===== config.mk =====
export PLATFORM = sky130hd
export DESIGN_NAME = vpsh_bound
export DESIGN_NICKNAME = d
export VERILOG_FILES = /design/src/sv/vpsh_pkg.sv /design/src/sv/vpsh_bound.sv
export SDC_FILE = /design/constraint.sdc
export NUM_CORES = 1
export LEC_CHECK = 0
export ABC_AREA = 1
export BUFFER_PORTS_ARGS = -buffer_cell sky130_fd_sc_hd__buf_2
export CORE_AREA = 2 2 250 252
export DETAILED_ROUTE_END_ITERATION = 10
export DIE_AREA = 0 0 252 254
export HOLD_SLACK_MARGIN = 0.02
export PLACE_DENSITY = 0.59
export SLEW_MARGIN = 20
export SYNTH_ARGS = -nofsm -noshare
export SYNTH_HDL_FRONTEND = slang
export SYNTH_SLANG_ARGS = --single-unit

===== constraint.sdc =====
create_clock -name clk -period 4.57 [get_ports clk]
set_input_delay 0.914 -clock clk [delete_from_list [all_inputs] [get_ports clk]]
set_output_delay 0.914 -clock clk [all_outputs]
set_load 0.005 [all_outputs]

===== src/sv/vpsh_pkg.sv =====
// Shared codes and types for the volume point / sphere hit test pipeline.
// No dependencies; every other file in this block refers to it by scoped names.
package vpsh_pkg;

  localparam logic OP_POINT  = 1'b0;
  localparam logic OP_SPHERE = 1'b1;

  localparam logic [1:0] VT_BOX    = 2'd0;
  localparam logic [1:0] VT_SPHERE = 2'd1;

  // Per-request tag that travels with the data down the pipeline.
  typedef struct packed {
    logic       op;
    logic [1:0] vol_type;
    logic       in_box;
  } tag_t;

endpackage


===== src/sv/vpsh_bound.sv =====
// Stage 1: orders box bounds per axis, runs the point-in-box compares, forms the radius.
// Depends on vpsh_pkg.
module vpsh_bound #(
  parameter int CB = 24
) (
  input  logic                 clk,
  input  logic                 rst,
  input  logic                 load,
  input  logic                 v_in,
  input  logic                 op,
  input  logic [1:0]           vol_type,
  input  logic signed [CB-1:0] vol_word_0,
  input  logic signed [CB-1:0] vol_word_1,
  input  logic signed [CB-1:0] vol_word_2,
  input  logic signed [CB-1:0] vol_word_3,
  input  logic signed [CB-1:0] vol_word_4,
  input  logic signed [CB-1:0] vol_word_5,
  input  logic signed [CB-1:0] query_x,
  input  logic signed [CB-1:0] query_y,
  input  logic signed [CB-1:0] query_z,
  input  logic [CB-2:0]        query_radius,
  output logic                 v_out,
  output vpsh_pkg::tag_t       tag,
  output logic signed [CB-1:0] lo [3],
  output logic signed [CB-1:0] hi [3],
  output logic signed [CB-1:0] q [3],
  output logic signed [CB:0]   rad
);

  logic signed [CB-1:0] a [3];
  logic signed [CB-1:0] b [3];
  logic signed [CB-1:0] qn [3];
  logic signed [CB-1:0] lo_next [3];
  logic signed [CB-1:0] hi_next [3];
  logic signed [CB:0]   r_ext;
  logic signed [CB:0]   big_r_ext;
  logic signed [CB:0]   rad_next;
  vpsh_pkg::tag_t       tag_next;
  logic                 is_sphere;

  assign is_sphere = (vol_type == vpsh_pkg::VT_SPHERE);
  assign qn[0] = query_x;
  assign qn[1] = query_y;
  assign qn[2] = query_z;

  always_comb begin
    // A sphere becomes a degenerate interval at its center on each axis.
    if (is_sphere) begin
      a[0] = vol_word_0; b[0] = vol_word_0;
      a[1] = vol_word_1; b[1] = vol_word_1;
      a[2] = vol_word_2; b[2] = vol_word_2;
    end else begin
      a[0] = vol_word_0; b[0] = vol_word_1;
      a[1] = vol_word_2; b[1] = vol_word_3;
      a[2] = vol_word_4; b[2] = vol_word_5;
    end
    for (int i = 0; i < 3; i++) begin
      lo_next[i] = (a[i] < b[i]) ? a[i] : b[i];
      hi_next[i] = (a[i] < b[i]) ? b[i] : a[i];
    end
  end

  always_comb begin
    r_ext     = $signed({2'b00, query_radius});
    big_r_ext = $signed({vol_word_3[CB-1], vol_word_3});
    if (!is_sphere) begin
      rad_next = r_ext;
    end else if (op == vpsh_pkg::OP_SPHERE) begin
      rad_next = r_ext + big_r_ext;
    end else begin
      rad_next = big_r_ext;
    end
    tag_next.op       = op;
    tag_next.vol_type = vol_type;
    // Bounds in the given order: an inverted box holds no point.
    tag_next.in_box   = (query_x >= vol_word_0) && (query_x <= vol_word_1) &&
                        (query_y >= vol_word_2) && (query_y <= vol_word_3) &&
                        (query_z >= vol_word_4) && (query_z <= vol_word_5);
  end

  always_ff @(posedge clk) begin
    if (rst) begin
      v_out <= 1'b0;
    end else if (load) begin
      v_out <= v_in;
    end
  end

  always_ff @(posedge clk) begin
    if (load) begin
      tag <= tag_next;
      rad <= rad_next;
      for (int i = 0; i < 3; i++) begin
        lo[i] <= lo_next[i];
        hi[i] <= hi_next[i];
        q[i]  <= qn[i];
      end
    end
  end

endmodule


==> results.txt <==
In the synthesized netlist, the cells that appear most often are sky130_fd_sc_hd__nand2_1 (468), sky130_fd_sc_hd__nand3_1 (329), sky130_fd_sc_hd__inv_1 (304). The number of global-route vias before repair came out at approximately 16000. The total power divided by cell area came out at between 300 and 400 nW/um^2. The floorplan step set the die width to 252 um. The residual overflow from global routing came out at 0.

The effective utilization at floorplan came out at roughly 30%. The signal arrival time at the worst endpoint came out at 4.26 ns. The number of buffers on the longest clock path is 3. The number of sinks on the clock net is between 200 and 250. The post-route antenna net violation count is 0. The average vias per placed instance is around 4.9. Sequential elements use about two fifths of the synthesized area. The worst setup path is launched from a primary input. The largest incremental delay on the critical path came out at around 0.43 ns. The synthesized area per cell is 8.18 sq um. The cell with the most instances after synthesis is sky130_fd_sc_hd__nand2_1. The cell area reported after detailed placement came out at about 22000 sq um.

The total routing resource utilization after global routing came out at around a fifth. The die covers roughly 64000 sq um. The fill cell instance count of the final layout is approximately 6400. The post-detailed-route wirelength per cell is 19.7 um. Setup repair after global routing left no endpoint under its margin. The post-CTS setup repair buffer count is 0. The critical path class is primary input to register. Counting every instance in the synthesized netlist gives about 2200. The worst setup timing slack at the placement stage came out at -0.00990 ns.

The element type at the critical path end is a register. The later-pin clock latency in the skew report is just under 0.6 ns. The maximum fanout along the worst path is 52.

The max-slew violation count came out at 0. The most numerous cell type found on the critical path is sky130_fd_sc_hd__nand2_1. The detailed placer's ending HPWL came out at about 58000 um. The setup slack of the critical path after layout is approximately 0.65 ns. The row count is approximately 90.

The yosys synthesis warning count is 0. The core box area came out at 61300 sq um. The share of the synthesized area in the top cell type came out at roughly two fifths. The number of remaining DRC errors came out at 0.

The endpoint required time on the critical path is ~4.9 ns. The overall power of the completed layout came out at 7.74 mW. The routed via count came out at between 15000 and 20000. The final RePlAce weighted congestion is around 0.94. The hold violation count in the final report came out at 0.

The static power due to leakage is ~11 nW. The flow ran to the end, and the final reports show no timing, DRC or antenna violations. The setup slack on the worst flop-to-flop path came out at between 3 and 4 ns.

The DRC marker count from the first detailed-route iteration came out at approximately 1300. The critical path goes through buf_2 > inv_2 > nand2_4 > buf_4 > nand2_1 > o21ai_0 > inv_1 > ha_1 > nand2_1 > nor2_1 > nand4_1 > nor4_1 > nand2_1 > nand2_2 > nand2_2 > buf_12 > nand3_1 > nand2_1. The total of buffers placed on input and output ports came out at slightly below 500. For this design, the CTS-stage hold fixing added 0 buffers.

The worst-margin pin slew came out at 0.905 ns. Ranked by total cell area, the synthesized netlist is headed by sky130_fd_sc_hd__edfxtp_1 (40%), sky130_fd_sc_hd__ha_1 (16%), sky130_fd_sc_hd__nand2_1 (9.6%). The area added between synthesis and finish came out at 24.2%. Synthesis inferred approximately 250 register bits. The final layout contains routed wiring with a total length of around 70000 um. Timing would allow up to approximately 260 MHz.

Setup violations remaining at the end of the flow were counted as 0. The post-route netlist has about 22% of its cells at a drive strength greater than 1. TritonCTS built the clock tree. The initial antenna violation count is 24.

The pin count of the biggest net entering global routing is approximately 100. The post-CTS clock slew at the launch and capture registers of the worst setup and hold paths came out at ~0.060 ns. The H-tree level count is 1. The die height is 254 um.

After routing the design area is approximately 23000 sq um. For this design the top-level I/O count stands at between 400 and 500. The path class of the tightest hold or removal check is primary input to register. At the end of the flow, the number of nets in the layout was around 3200. After layout, the worst path uses 85.8% of the clock period. Summed over all instances, the cell type with the most area after synthesis is sky130_fd_sc_hd__edfxtp_1. Measured against its own limit, the worst slew margin works out to about two fifths.

The post-synthesis async set-or-reset flop share is 0%. Clock skew on the completed layout was measured at 0 ns. The core utilization of the finished layout came out at between 30 and 40%.

The tree is rooted in a sky130_fd_sc_hd__clkbuf_16. IR analysis of the VDD net gives a maximum drop of between 0.0003 and 0.0004 V. The footprint of the multi-input gates is 9300 sq um. The flip-flop and latch area is approximately 7400 sq um. In the synthesized netlist the dominant register cell turns out to be sky130_fd_sc_hd__edfxtp_1. The post-synth design cell area is 18200 sq um. When the netlist entered floorplanning its net count stood at approximately 2700. The number of gates resized after CTS was 0. The number of buffers inserted during clock tree synthesis is 31.

The number of flops mapped to enable cells by yosys is roughly 250. The tool flagged a number of max-cap violations equal to 0. The first detailed-routing pass ran for 7 iterations.

The number of library cell types mapped by synthesis came out at 38. The cell with the biggest individual delay on the critical path is sky130_fd_sc_hd__nor4_1. The clock period could shrink to 3.92 ns. The wire length of the first global-routing pass came out at ~100000 um.
-- final timing paths --
check         startpoint  endpoint  cells after the start
max          vol_type[1]    hi[62]                     18
min                  rst     v_out                      2
max reg2reg        v_out     v_out                      2
min reg2reg        v_out     v_out                      2
-- flip-flops by register name, summed over array words and instances, names as in the netlist --
| register | count |
|---|---|
| lo | 72 |
| tag | 4 |
| rad | 25 |
| q | 72 |
| hi | 72 |
| v_out | 1 |
-- critical path, delay by kind of cell --
kind	cells	cell delay (ns)
AOI/OAI and AO/OA	1	0.11
adders and majority gates	1	0.39
buffers and inverters	5	0.95
and+or+nand+nor	11	1.87
-- through the flow --
step | setup TNS [ns] | hold slack, ns | cells
global route | 0 | 0.432 | 3527
CTS | 0 | 0.426 | 3521
global placement | -0.428 | 0.470 | 3463
finish | 0 | 0.466 | 3530
floorplan | 0 | 0.485 | 2229
detailed placement | -0.0138 | 0.477 | 3463
-- where the power goes --
group / leakage, nW / internal [mW] / switching (mW)
Sequential: 2.40 / 2.89 / 0.113
Combinational: 8.48 / 0.829 / 1.42
Clock: 0.496 / 1.42 / 1.06
Total: 11.4 / 5.15 / 2.59
-- metal layers --
metal	part of all wire, %	vias up	global-route usage, %
met5	0.25	-	0
met1	42	8041	26.2
met3	7.6	122	5.12
li1	-	8633	-
met2	47	590	35.0
met4	3.1	28	6.88
-- placed cells by master, fill, tap and decap left out, types with 4 or more instances in the layout --
master / count
sky130_fd_sc_hd__nand2_1: 468
sky130_fd_sc_hd__nand3_1: 329
sky130_fd_sc_hd__nand4_1: 27
sky130_fd_sc_hd__clkbuf_16: 31
sky130_fd_sc_hd__o21a_1: 14
sky130_fd_sc_hd__nand2_4: 4
sky130_fd_sc_hd__diode_2: 9
sky130_fd_sc_hd__ha_1: 236
sky130_fd_sc_hd__o21bai_1: 8
sky130_fd_sc_hd__xor2_1: 7
sky130_fd_sc_hd__edfxtp_1: 245
sky130_fd_sc_hd__a211oi_1: 4
sky130_fd_sc_hd__nand3_2: 5
sky130_fd_sc_hd__nor2_1: 111
sky130_fd_sc_hd__nand2_2: 8
sky130_fd_sc_hd__nor3_1: 17
sky130_fd_sc_hd__buf_4: 26
sky130_fd_sc_hd__clkinv_2: 8
sky130_fd_sc_hd__o21ai_0: 178
sky130_fd_sc_hd__a21oi_1: 158
sky130_fd_sc_hd__inv_1: 304
sky130_fd_sc_hd__clkinvlp_4: 6
sky130_fd_sc_hd__buf_2: 490
sky130_fd_sc_hd__buf_12: 6
sky130_fd_sc_hd__inv_6: 4
-- area by class of cell --
cell class / instances / area share, %
Antenna cell: 9 / 0.0994
Clock buffer: 31 / 3.42
Clock inverter: 27 / 1.13
Inverter: 306 / 5.08
Multi-Input combinational cell: 1598 / 41.1
Sequential cell: 246 / 32.6
Tap cell: 790 / 4.36
Timing Repair Buffer: 523 / 12.3
-- cells by family after synthesis --
| logic type | Yosys count | share of synthesized area, % |
|---|---|---|
| AND/OR/NAND/NOR | 979 | 23.5 |
| buffers and inverters | 385 | 8.56 |
| AO/OA/AOI/OAI | 374 | 10.7 |
| flip-flops | 246 | 40.5 |
| adder cells (fa/ha/maj) | 237 | 16.3 |
| XOR/XNOR | 7 | 0.336 |
| multiplexers | 1 | 0.0549 |
No activity file was read; power rests on OpenSTA's default activity.
